**src/rtl/lruc_pkg.sv**
```systemverilog
// Shared constants, types and coordinate helpers for the LRU block cache.
// No dependencies; lruc_if and the cache unit take names from here by scope.
`default_nettype none
package lruc_pkg;

  localparam int SLOTS   = 16;
  localparam int BLOCKS  = 512;
  localparam int SLOT_W  = $clog2(SLOTS);
  localparam int BLK_W   = $clog2(BLOCKS);
  localparam int MAP_W   = SLOT_W + 1;
  localparam int CLR_W   = $clog2(BLOCKS + 1);
  localparam int ADDR_W  = 16;
  localparam int OFS_W   = 7;
  localparam int X_W     = 9;
  localparam int Y_W     = 8;

  localparam int HBAR_BLOCKS = 240;

  typedef logic [SLOT_W-1:0] slot_idx_t;
  typedef logic [BLK_W-1:0]  blk_t;

  typedef struct packed {
    logic [X_W-1:0] x;
    logic [Y_W-1:0] y;
  } xy_t;

  // Screen position of a block in the border layout.
  // Top/bottom bars: 40 blocks per row. Side bars: 24 blocks per column.
  function automatic xy_t block_xy(input blk_t blk);
    xy_t        res;
    logic [7:0]  hv;
    logic [15:0] hp;
    logic [2:0]  hq;
    logic [7:0]  hr;
    logic [8:0]  vv;
    logic [17:0] vp;
    logic [3:0]  vq;
    logic [8:0]  vr;
    res = '0;
    hv  = blk[7:0];
    hp  = 16'(hv) * 16'd205;
    hq  = hp[15:13];
    hr  = hv - 8'(8'(hq) * 8'd40);
    vv  = blk - 9'(HBAR_BLOCKS);
    vp  = 18'(vv) * 18'd683;
    vq  = vp[17:14];
    vr  = vv - 9'(9'(vq) * 9'd24);
    if (blk < 9'(HBAR_BLOCKS)) begin
      res.x = {hr[5:0], 3'b000};
      res.y = {2'b00, hq, 3'b000} + ((hq >= 3'd3) ? 8'd192 : 8'd0);
    end else begin
      res.y = {vr[4:0], 3'b000} + 8'd24;
      res.x = {2'b00, vq, 3'b000} + ((vq >= 4'd2) ? 9'd288 : 9'd0);
    end
    return res;
  endfunction

endpackage
`default_nettype wire

```
**src/rtl/lruc_if.sv**
```systemverilog
// Valid/ready channel interfaces for access words and result words.
// Depends on lruc_pkg for field widths.
`default_nettype none
interface lruc_in_if;
  logic                        valid;
  logic                        ready;
  logic [lruc_pkg::ADDR_W-1:0] address;
  logic                        is_write;
  modport source (output valid, output address, output is_write, input ready);
  modport sink   (input valid, input address, input is_write, output ready);
endinterface

interface lruc_out_if;
  logic                       valid;
  logic                       ready;
  logic                       hit;
  logic [3:0]                 slot;
  logic [lruc_pkg::OFS_W-1:0] offset;
  logic                       write_back;
  logic [lruc_pkg::X_W-1:0]   evict_x;
  logic [lruc_pkg::Y_W-1:0]   evict_y;
  logic [lruc_pkg::X_W-1:0]   fill_x;
  logic [lruc_pkg::Y_W-1:0]   fill_y;
  modport source (output valid, output hit, output slot, output offset,
                  output write_back, output evict_x, output evict_y,
                  output fill_x, output fill_y, input ready);
  modport sink   (input valid, input hit, input slot, input offset,
                  input write_back, input evict_x, input evict_y,
                  input fill_x, input fill_y, output ready);
endinterface
`default_nettype wire

```
**src/rtl/lruc_ram.sv**
```systemverilog
// Generic single-write, single-read RAM with registered read data.
// Standalone; sized by its WIDTH and DEPTH parameters.
`default_nettype none
module lruc_ram #(
  parameter int WIDTH = 8,
  parameter int DEPTH = 256
) (
  input  wire logic                     clk,
  input  wire logic                     we,
  input  wire logic [$clog2(DEPTH)-1:0] waddr,
  input  wire logic [WIDTH-1:0]         wdata,
  input  wire logic                     re,
  input  wire logic [$clog2(DEPTH)-1:0] raddr,
  output      logic [WIDTH-1:0]         rdata
);

  logic [WIDTH-1:0] mem [DEPTH];

  always_ff @(posedge clk) begin
    if (we) begin
      mem[waddr] <= wdata;
    end
    if (re) begin
      rdata <= mem[raddr];
    end
  end

endmodule
`default_nettype wire

```
**src/rtl/lru_block_cache_screen_border_unit.sv**
```systemverilog
// Fully associative LRU write-back block cache with border-screen coordinates.
// Depends on lruc_pkg, lruc_if (channel interfaces) and lruc_ram (block map).
//
// Usage:
//   in_ch carries access words (address, is_write); out_ch carries one result
//   word per access (hit, slot, offset, write_back, evict and fill coords).
//   Both are valid/ready; a word moves when valid and ready are high at a
//   rising clk edge.
// Path: an accepted access is registered in the lookup stage, then its result
//   in the result register. Throughput: one access per cycle while out_ch.ready
//   is high. The block map read is issued at accept and its registered data
//   feeds the lookup and LRU update; a map write from the previous access is
//   forwarded, so back-to-back accesses to the same block see it.
// Reset (rst_n low, synchronous): slots i hold blocks i, clean, slot 0 is
//   least recently used. After reset a clearing pass writes all 512 block
//   map entries, one entry a cycle; in_ch.ready stays low meanwhile.
// Stall: when out_ch.ready is low the result word holds, the lookup stage
//   holds its access, and in_ch.ready drops once both are occupied.
// Hit check: a map entry is trusted only if the slot it names still holds
//   that block, so eviction never has to scrub the old block's entry.
`default_nettype none
module lru_block_cache_screen_border_unit (
  input wire logic  clk,
  input wire logic  rst_n,
  lruc_in_if.sink   in_ch,
  lruc_out_if.source out_ch
);

  localparam int SLOTS  = lruc_pkg::SLOTS;
  localparam int SLOT_W = lruc_pkg::SLOT_W;
  localparam int BLK_W  = lruc_pkg::BLK_W;
  localparam int MAP_W  = lruc_pkg::MAP_W;
  localparam int CLR_W  = lruc_pkg::CLR_W;

  // Clearing pass
  logic [CLR_W-1:0] clr_cnt_r, clr_cnt_nxt;
  logic             clr_busy;

  // Lookup stage
  logic                 b_valid_r;
  logic [15:0]          b_addr_r;
  logic                 b_wr_r;
  logic                 b_adv;
  lruc_pkg::blk_t       b_blk;

  // Slot state
  lruc_pkg::blk_t       slot_block_r [SLOTS];
  logic                 slot_dirty_r [SLOTS];
  lruc_pkg::slot_idx_t  slot_age_r   [SLOTS];
  lruc_pkg::blk_t       slot_block_nxt [SLOTS];
  logic                 slot_dirty_nxt [SLOTS];
  lruc_pkg::slot_idx_t  slot_age_nxt   [SLOTS];

  // Map write forwarding
  logic                 fwd_valid_r;
  lruc_pkg::blk_t       fwd_blk_r;
  lruc_pkg::slot_idx_t  fwd_idx_r;

  // Map RAM
  logic                 map_we;
  lruc_pkg::blk_t       map_waddr;
  logic [MAP_W-1:0]     map_wdata;
  logic [MAP_W-1:0]     map_rdata;
  logic [MAP_W-1:0]     map_entry;

  // Lookup results
  logic                 hit;
  lruc_pkg::slot_idx_t  lru_slot;
  lruc_pkg::slot_idx_t  sel_slot;
  lruc_pkg::slot_idx_t  sel_age;
  lruc_pkg::blk_t       lru_blk;
  logic                 lru_dirty;
  lruc_pkg::xy_t        evict_xy;
  lruc_pkg::xy_t        fill_xy;

  // Result register
  logic                 out_valid_r;
  logic                 hit_r;
  logic [3:0]           slot_r;
  logic [6:0]           offset_r;
  logic                 write_back_r;
  logic [8:0]           evict_x_r;
  logic [7:0]           evict_y_r;
  logic [8:0]           fill_x_r;
  logic [7:0]           fill_y_r;

  logic                 in_accept;

  assign clr_busy    = (clr_cnt_r != CLR_W'(lruc_pkg::BLOCKS));
  assign clr_cnt_nxt = clr_cnt_r + CLR_W'(1);

  assign b_adv       = b_valid_r && (!out_valid_r || out_ch.ready);
  assign in_ch.ready = !clr_busy && (!b_valid_r || b_adv);
  assign in_accept   = in_ch.valid && in_ch.ready;
  assign b_blk       = b_addr_r[15:7];

  // Map write: clearing pass, else a miss loads the new block.
  always_comb begin
    if (clr_busy) begin
      map_we    = 1'b1;
      map_waddr = clr_cnt_r[BLK_W-1:0];
      map_wdata = {(clr_cnt_r < CLR_W'(SLOTS)), clr_cnt_r[SLOT_W-1:0]};
    end else begin
      map_we    = b_adv && !hit;
      map_waddr = b_blk;
      map_wdata = {1'b1, lru_slot};
    end
  end

  lruc_ram #(
    .WIDTH (MAP_W),
    .DEPTH (lruc_pkg::BLOCKS)
  ) u_map (
    .clk   (clk),
    .we    (map_we),
    .waddr (map_waddr),
    .wdata (map_wdata),
    .re    (in_accept),
    .raddr (in_ch.address[15:7]),
    .rdata (map_rdata)
  );

  // Take the latest map write when it targets this block.
  assign map_entry = (fwd_valid_r && (fwd_blk_r == b_blk)) ? {1'b1, fwd_idx_r}
                                                           : map_rdata;

  // Lookup, victim choice and LRU update.
  always_comb begin
    logic match;
    match     = 1'b0;
    lru_slot  = '0;
    lru_blk   = '0;
    lru_dirty = 1'b0;
    for (int i = 0; i < SLOTS; i++) begin
      if ((map_entry[SLOT_W-1:0] == SLOT_W'(i)) && (slot_block_r[i] == b_blk)) begin
        match = 1'b1;
      end
      if (slot_age_r[i] == '0) begin
        lru_slot = lru_slot | SLOT_W'(i);
      end
    end
    hit = map_entry[SLOT_W] && match;
    for (int i = 0; i < SLOTS; i++) begin
      if (lru_slot == SLOT_W'(i)) begin
        lru_blk   = slot_block_r[i];
        lru_dirty = slot_dirty_r[i];
      end
    end
    sel_slot = hit ? map_entry[SLOT_W-1:0] : lru_slot;
    sel_age  = '0;
    for (int i = 0; i < SLOTS; i++) begin
      if (sel_slot == SLOT_W'(i)) begin
        sel_age = slot_age_r[i];
      end
    end
    for (int i = 0; i < SLOTS; i++) begin
      slot_block_nxt[i] = slot_block_r[i];
      slot_dirty_nxt[i] = slot_dirty_r[i];
      slot_age_nxt[i]   = (slot_age_r[i] > sel_age) ? slot_age_r[i] - SLOT_W'(1)
                                                    : slot_age_r[i];
      if (sel_slot == SLOT_W'(i)) begin
        slot_age_nxt[i] = SLOT_W'(SLOTS - 1);
        if (!hit) begin
          slot_block_nxt[i] = b_blk;
          slot_dirty_nxt[i] = b_wr_r;
        end else if (b_wr_r) begin
          slot_dirty_nxt[i] = 1'b1;
        end
      end
    end
  end

  assign evict_xy = lruc_pkg::block_xy(lru_blk);
  assign fill_xy  = lruc_pkg::block_xy(b_blk);

  // Control registers
  always_ff @(posedge clk) begin
    if (!rst_n) begin
      clr_cnt_r   <= '0;
      b_valid_r   <= 1'b0;
      out_valid_r <= 1'b0;
      fwd_valid_r <= 1'b0;
      for (int i = 0; i < SLOTS; i++) begin
        slot_block_r[i] <= BLK_W'(i);
        slot_dirty_r[i] <= 1'b0;
        slot_age_r[i]   <= SLOT_W'(i);
      end
    end else begin
      if (clr_busy) begin
        clr_cnt_r <= clr_cnt_nxt;
      end
      if (in_accept) begin
        b_valid_r <= 1'b1;
      end else if (b_adv) begin
        b_valid_r <= 1'b0;
      end
      if (b_adv) begin
        out_valid_r <= 1'b1;
      end else if (out_ch.ready) begin
        out_valid_r <= 1'b0;
      end
      if (b_adv) begin
        for (int i = 0; i < SLOTS; i++) begin
          slot_block_r[i] <= slot_block_nxt[i];
          slot_dirty_r[i] <= slot_dirty_nxt[i];
          slot_age_r[i]   <= slot_age_nxt[i];
        end
        if (!hit) begin
          fwd_valid_r <= 1'b1;
        end
      end
    end
  end

  // Payload registers: hold the access, forward copy and result word.
  always_ff @(posedge clk) begin
    if (in_accept) begin
      b_addr_r <= in_ch.address;
      b_wr_r   <= in_ch.is_write;
    end
    if (b_adv && !hit) begin
      fwd_blk_r <= b_blk;
      fwd_idx_r <= lru_slot;
    end
    if (b_adv) begin
      hit_r        <= hit;
      slot_r       <= 4'(sel_slot);
      offset_r     <= b_addr_r[6:0];
      write_back_r <= !hit && lru_dirty;
      evict_x_r    <= (!hit && lru_dirty) ? evict_xy.x : '0;
      evict_y_r    <= (!hit && lru_dirty) ? evict_xy.y : '0;
      fill_x_r     <= hit ? '0 : fill_xy.x;
      fill_y_r     <= hit ? '0 : fill_xy.y;
    end
  end

  assign out_ch.valid      = out_valid_r;
  assign out_ch.hit        = hit_r;
  assign out_ch.slot       = slot_r;
  assign out_ch.offset     = offset_r;
  assign out_ch.write_back = write_back_r;
  assign out_ch.evict_x    = evict_x_r;
  assign out_ch.evict_y    = evict_y_r;
  assign out_ch.fill_x     = fill_x_r;
  assign out_ch.fill_y     = fill_y_r;

endmodule
`default_nettype wire
```
**src/flat_wrapper.sv**
```systemverilog
// flat-port wrapper written by rule: the top's interface ports become plain ports
module lru_block_cache_screen_border_unit_flat 
  (clk, rst_n, in_ch_valid, in_ch_address, in_ch_is_write, in_ch_ready, out_ch_valid, out_ch_hit, out_ch_slot, out_ch_offset, out_ch_write_back, out_ch_evict_x, out_ch_evict_y, out_ch_fill_x, out_ch_fill_y, out_ch_ready);
  lruc_in_if in_ch_i ();
  lruc_out_if out_ch_i ();
  input wire logic clk;
  input wire logic rst_n;
  input wire logic [$bits(in_ch_i.valid)-1:0] in_ch_valid;
  input wire logic [$bits(in_ch_i.address)-1:0] in_ch_address;
  input wire logic [$bits(in_ch_i.is_write)-1:0] in_ch_is_write;
  output wire logic [$bits(in_ch_i.ready)-1:0] in_ch_ready;
  output wire logic [$bits(out_ch_i.valid)-1:0] out_ch_valid;
  output wire logic [$bits(out_ch_i.hit)-1:0] out_ch_hit;
  output wire logic [$bits(out_ch_i.slot)-1:0] out_ch_slot;
  output wire logic [$bits(out_ch_i.offset)-1:0] out_ch_offset;
  output wire logic [$bits(out_ch_i.write_back)-1:0] out_ch_write_back;
  output wire logic [$bits(out_ch_i.evict_x)-1:0] out_ch_evict_x;
  output wire logic [$bits(out_ch_i.evict_y)-1:0] out_ch_evict_y;
  output wire logic [$bits(out_ch_i.fill_x)-1:0] out_ch_fill_x;
  output wire logic [$bits(out_ch_i.fill_y)-1:0] out_ch_fill_y;
  input wire logic [$bits(out_ch_i.ready)-1:0] out_ch_ready;
  assign in_ch_i.valid = in_ch_valid;
  assign in_ch_i.address = in_ch_address;
  assign in_ch_i.is_write = in_ch_is_write;
  assign in_ch_ready = in_ch_i.ready;
  assign out_ch_valid = out_ch_i.valid;
  assign out_ch_hit = out_ch_i.hit;
  assign out_ch_slot = out_ch_i.slot;
  assign out_ch_offset = out_ch_i.offset;
  assign out_ch_write_back = out_ch_i.write_back;
  assign out_ch_evict_x = out_ch_i.evict_x;
  assign out_ch_evict_y = out_ch_i.evict_y;
  assign out_ch_fill_x = out_ch_i.fill_x;
  assign out_ch_fill_y = out_ch_i.fill_y;
  assign out_ch_i.ready = out_ch_ready;
  lru_block_cache_screen_border_unit u_core (.clk(clk), .rst_n(rst_n), .in_ch(in_ch_i), .out_ch(out_ch_i));
endmodule
```
**config.mk**
```make
export PLATFORM = sky130hd
export DESIGN_NAME = lru_block_cache_screen_border_unit_flat
export DESIGN_NICKNAME = d
export VERILOG_FILES = /design/src/rtl/lruc_pkg.sv /design/src/rtl/lruc_if.sv /design/src/rtl/lruc_ram.sv /design/src/rtl/lru_block_cache_screen_border_unit.sv /design/src/flat_wrapper.sv
export SDC_FILE = /design/constraint.sdc
export NUM_CORES = 2
export LEC_CHECK = 0
export ABC_CLOCK_PERIOD_IN_PS = 36800
export BUFFER_PORTS_ARGS = -buffer_cell sky130_fd_sc_hd__buf_2
export CAP_MARGIN = 15
export CORE_AREA = 2 2 493 617
export CTS_CLUSTER_DIAMETER = 50
export CTS_CLUSTER_SIZE = 20
export DETAILED_ROUTE_END_ITERATION = 6
export DIE_AREA = 0 0 495 619
export GPL_ROUTABILITY_DRIVEN = 0
export SYNTH_ARGS = -nofsm -noshare
export SYNTH_HDL_FRONTEND = slang
export SYNTH_SLANG_ARGS = --single-unit
```
**constraint.sdc**
```tcl
create_clock -name clk -period 36.8 [get_ports clk]
set_input_delay 1.84 -clock clk [delete_from_list [all_inputs] [get_ports clk]]
set_output_delay 1.84 -clock clk [all_outputs]
set_load 0.03 [all_outputs]
```
==> flow_metrics.env <==
export IMPL_outcome="finished with violations"
export IMPL_violations="design-rule violations"
export IMPL_grt_start_max_net_pins=247
export IMPL_cp_required_ns=37.42
export IMPL_core_sq_mm=0.300
export IMPL_ys_types=96
export IMPL_drive_above_1_share_pct=21.7
export IMPL_drt_iter0_markers=5977
export IMPL_reg2regPathDepth=31
export IMPL_ys_ff_latch=2867
export IMPL_p_sw_mw=1.77
export IMPL_syn_area_sq_mm=0.123
export IMPL_synth_common_cells="2854 x edfxtp_1, 851 x mux4_2, 648 x nor2_1"
export IMPL_path_max_fanout=30
export IMPL_endpoint_kind="register"
export IMPL_cts_setup_buffers=0
export IMPL_antenna_found_initial=11
export IMPL_min_to="u_core.out_ch.offset[2]$_DFFE_PP_"
export IMPL_first_pass_iters=7
export IMPL_ys_seq_area_share_pct=70.0
export IMPL_max_slew_margin_rel_pct=9.02
export IMPL_pin_count=70
export IMPL_crit_path_start_kind="register"
export IMPL_die_area_sq_mm=0.306
export IMPL_async_reset_ff_share_pct=0
export IMPL_clock_latency_ns=0.96
export IMPL_p_seq_share_pct=51.4
export IMPL_nets=6902
export IMPL_antenna_left=0
export IMPL_criticalPathCategory="register to register"
export IMPL_grt_use_total_pct=19.6
export IMPL_leakagePower_nw=43.1
export IMPL_wl_per_cell_um=28.3
export IMPL_arrival_ns=10.73
export IMPL_grt_setup_unrepaired="no"
export IMPL_cts_buffers=224
export IMPL_cts_tree="yes"
export IMPL_hp_start="u_core.b_addr_r[2]$_DFFE_PP_"
export IMPL_synth_flop_cell="edfxtp_1"
export IMPL_finalCritPeriodShare_pct=27.5
export IMPL_vias=61457
export IMPL_yosysMostFrequentCell="edfxtp_1"
export IMPL_clock_skew_ns=0.123
export IMPL_synth_edff_count=2854
export IMPL_ctsResizeCount=0
export IMPL_switching_share_pct=25.1
export IMPL_cts_buffer_depth=4
export IMPL_hold_viol=0
export IMPL_power_share_clock_pct=35.8
export IMPL_drv_slew=0
export IMPL_wl_mm=302
export IMPL_slowest_delay_ns=0.89
export IMPL_syn2layout_area_growth_pct=10.1
export IMPL_setup_viol=0
export IMPL_port_buffers=57
export IMPL_yosys_area_top_type="edfxtp_1"
export IMPL_p_int_mw=5.28
export IMPL_max_freq_ghz=0.0989
export IMPL_cts_sinks=2867
export IMPL_r2r_end="u_core.out_ch.evict_x[5]$_SDFFCE_PN0P_"
export IMPL_rrSetupSlack_ns=26.69
export IMPL_synthCells=6539
export IMPL_period_needed_ns=10.11
export IMPL_yosys_top_cells_area="edfxtp_1 70%, mux4_2 16%, ha_1 2.7%"
export IMPL_drc=8
export IMPL_hold_buffers=0
export IMPL_synth_avg_cell_area_sq_um=18.8
export IMPL_totalNegativeSetupSlack_ns=0
export IMPL_worst_pin_slew_ns=1.35
export IMPL_share_comb_of_total_power_pct=12.9
export IMPL_cp_common_cell="inv_1"
export IMPL_yosys_warnings=0
export IMPL_grt_pass1_vias=63970
export IMPL_grt_pass1_wl_mm=446
export IMPL_dp_hpwl_mm=188
export IMPL_maxCapViolations=0
export IMPL_start_util_pct=40.9
export IMPL_clkTransAtPathRegs_ns=0.06
export IMPL_min_path_type="register to register"
export IMPL_cpMaxStageDelayCell="a41oi_1"
export IMPL_peakVddDrop_mv=0.0444
export IMPL_overflow=0
export IMPL_p_per_area_mw_per_mm2=52.2
export IMPL_r2r_start="u_core.slot_age_r[0][53]$_SDFFCE_PN0P_"
export IMPL_synth_top_area_share_pct=69.8
export IMPL_clockRootBuffer="clkbuf_16"
export IMPL_num_rows=225
export IMPL_fin_hold_ws_ns=0.420
export IMPL_die_y_um=619
export IMPL_die_w_um=495
export IMPL_hold_depth=0
export IMPL_vias_per_cell=5.75
export IMPL_h_tree_depth=4
==> cell families (layout without fill, tap and decap cells) <==
group                    after synthesis  in the layout  share of synthesized area, %
other                                  1             15                       0.00306
multiplexers                         907            907                          16.1
adder cells (fa/ha/maj)              322            322                          3.66
AND/OR/NAND/NOR                     1152           1152                          4.14
AO/OA/AOI/OAI                        436            436                          2.29
buffers and inverters                615            787                          2.04
flip-flops                          2867           2867                          70.0
XOR/XNOR                             239            239                          1.73
==> metal layers <==
| metal | global-route usage [%] | up-vias | share of wire (%) |
|---|---|---|---|
| met5 | 0 | - | 0.028 |
| met1 | 25.1 | 32685 | 39 |
| met3 | 2.62 | 556 | 5.6 |
| met2 | 34.3 | 2058 | 51 |
| met4 | 6.87 | 12 | 4.0 |
| li1 | - | 26146 | - |
==> critical path: cells and delay by family (launching register included) <==
| kind | cells | cell delay, ns |
|---|---|---|
| xor gates and xnor gates | 2 | 0.81 |
| AOI/OAI and AO/OA | 9 | 2.63 |
| adders and majority gates | 8 | 2.81 |
| and+or+nand+nor | 5 | 1.86 |
| buffers and inverters | 7 | 1.31 |
| DFF | 1 | 0.45 |
==> power groups by stage <==
| stage | Clock, mW | Combinational, mW | Sequential, mW |
|---|---|---|---|
| after floorplan | 0 | 0.656 | 3.74 |
| after global placement | 0 | 0.903 | 3.70 |
| after detailed placement | 0 | 0.921 | 3.70 |
| after CTS | 2.57 | 0.929 | 3.62 |
| after global routing | 2.69 | 1.03 | 3.62 |
| final | 2.52 | 0.909 | 3.62 |
==> area by class of cell <==
cell class	instances	area [sq um]
diodes	3	7.51
inverters	233	875
fillers	25476	165000
multi-input cells	3068	34500
flip-flops and latches	2867	86000
well taps	3972	4970
clock inverters	148	1810
clock buffers	241	5720
repair buffers	165	1250
==> through the flow <==
step,utilization [%],std cells,total power [mW],setup WS (ns),instance area [sq um]
global route,45.0,10695,7.33,26.16,135000
detailed placement,42.5,10304,4.62,26.85,128000
global placement,42.5,10304,4.60,27.09,128000
finish,45.0,10697,7.06,26.69,135000
floorplan,-,6550,4.40,10.75,123000
CTS,45.0,10693,7.13,26.77,135000
==> registers in the layout, summed over array words and instances (netlist names) <==
signal	cells
u_core.fwd_idx_r	4
u_core.u_map.rdata	5
u_core.out_ch.hit	1
u_core.out_ch.evict_x	6
u_core.fwd_blk_r	9
u_core.u_map.mem	2560
u_core.out_ch.offset	7
u_core.fwd_valid_r	1
u_core.slot_block_r	144
u_core.out_ch.valid	1
u_core.clr_cnt_r	10
u_core.slot_age_r	64
u_core.out_ch.evict_y	5
u_core.b_wr_r	1
u_core.out_ch.write_back	1
u_core.slot_dirty_r	16
u_core.out_ch.fill_y	5
u_core.out_ch.fill_x	6
u_core.out_ch.slot	4
u_core.b_valid_r	1
u_core.b_addr_r	16
==> placed cells by master (no fill, tap or decap), types with 12 or more instances in the layout <==
master | synthesis | routed
a211oi_1 | 15 | 15
a21oi_1 | 144 | 144
a31oi_1 | 18 | 17
and2_1 | 18 | 18
buf_2 | 45 | 51
buf_4 | 22 | 101
bufinv_16 | 0 | 16
clkbuf_1 | 219 | 14
clkbuf_16 | 0 | 226
clkinv_2 | 0 | 19
clkinv_8 | 0 | 23
conb_1 | 1 | 12
dfxtp_1 | 13 | 13
edfxtp_1 | 2854 | 2854
fa_1 | 62 | 62
ha_1 | 260 | 260
inv_1 | 232 | 231
inv_6 | 0 | 33
inv_8 | 0 | 14
mux2_2 | 15 | 15
mux2i_1 | 37 | 37
mux4_2 | 851 | 851
nand2_1 | 179 | 177
nand2b_1 | 56 | 42
nand2b_4 | 0 | 14
nand3_1 | 46 | 46
nand4_1 | 26 | 26
nor2_1 | 648 | 648
nor2b_1 | 30 | 30
nor3_1 | 57 | 57
nor4_1 | 25 | 25
o21a_1 | 13 | 13
o21ai_0 | 91 | 88
o22ai_1 | 27 | 27
or2_2 | 15 | 15
xnor2_1 | 136 | 136
xor2_1 | 101 | 101
==> worst max path at each step <==
stage | cells after the start | slack [ns] | to | from
global route | 33 | 26.16 | u_core.out_ch.evict_x[5]$_SDFFCE_PN0P_ | u_core.slot_age_r[0][52]$_SDFFCE_PP1P_
CTS | 33 | 26.77 | u_core.out_ch.evict_x[5]$_SDFFCE_PN0P_ | u_core.slot_age_r[0][53]$_SDFFCE_PN0P_
floorplan | 11 | 10.75 | u_core.u_map.mem[0][0]$_DFFE_PP_ | u_core.slot_age_r[0][44]$_SDFFCE_PP1P_
finish | 31 | 26.69 | u_core.out_ch.evict_x[5]$_SDFFCE_PN0P_ | u_core.slot_age_r[0][53]$_SDFFCE_PN0P_
detailed placement | 33 | 26.85 | u_core.out_ch.evict_x[5]$_SDFFCE_PN0P_ | u_core.slot_age_r[0][53]$_SDFFCE_PN0P_
global placement | 33 | 27.09 | u_core.out_ch.evict_x[5]$_SDFFCE_PN0P_ | u_core.slot_age_r[0][53]$_SDFFCE_PN0P_
Power figures use the tool's default switching activity.
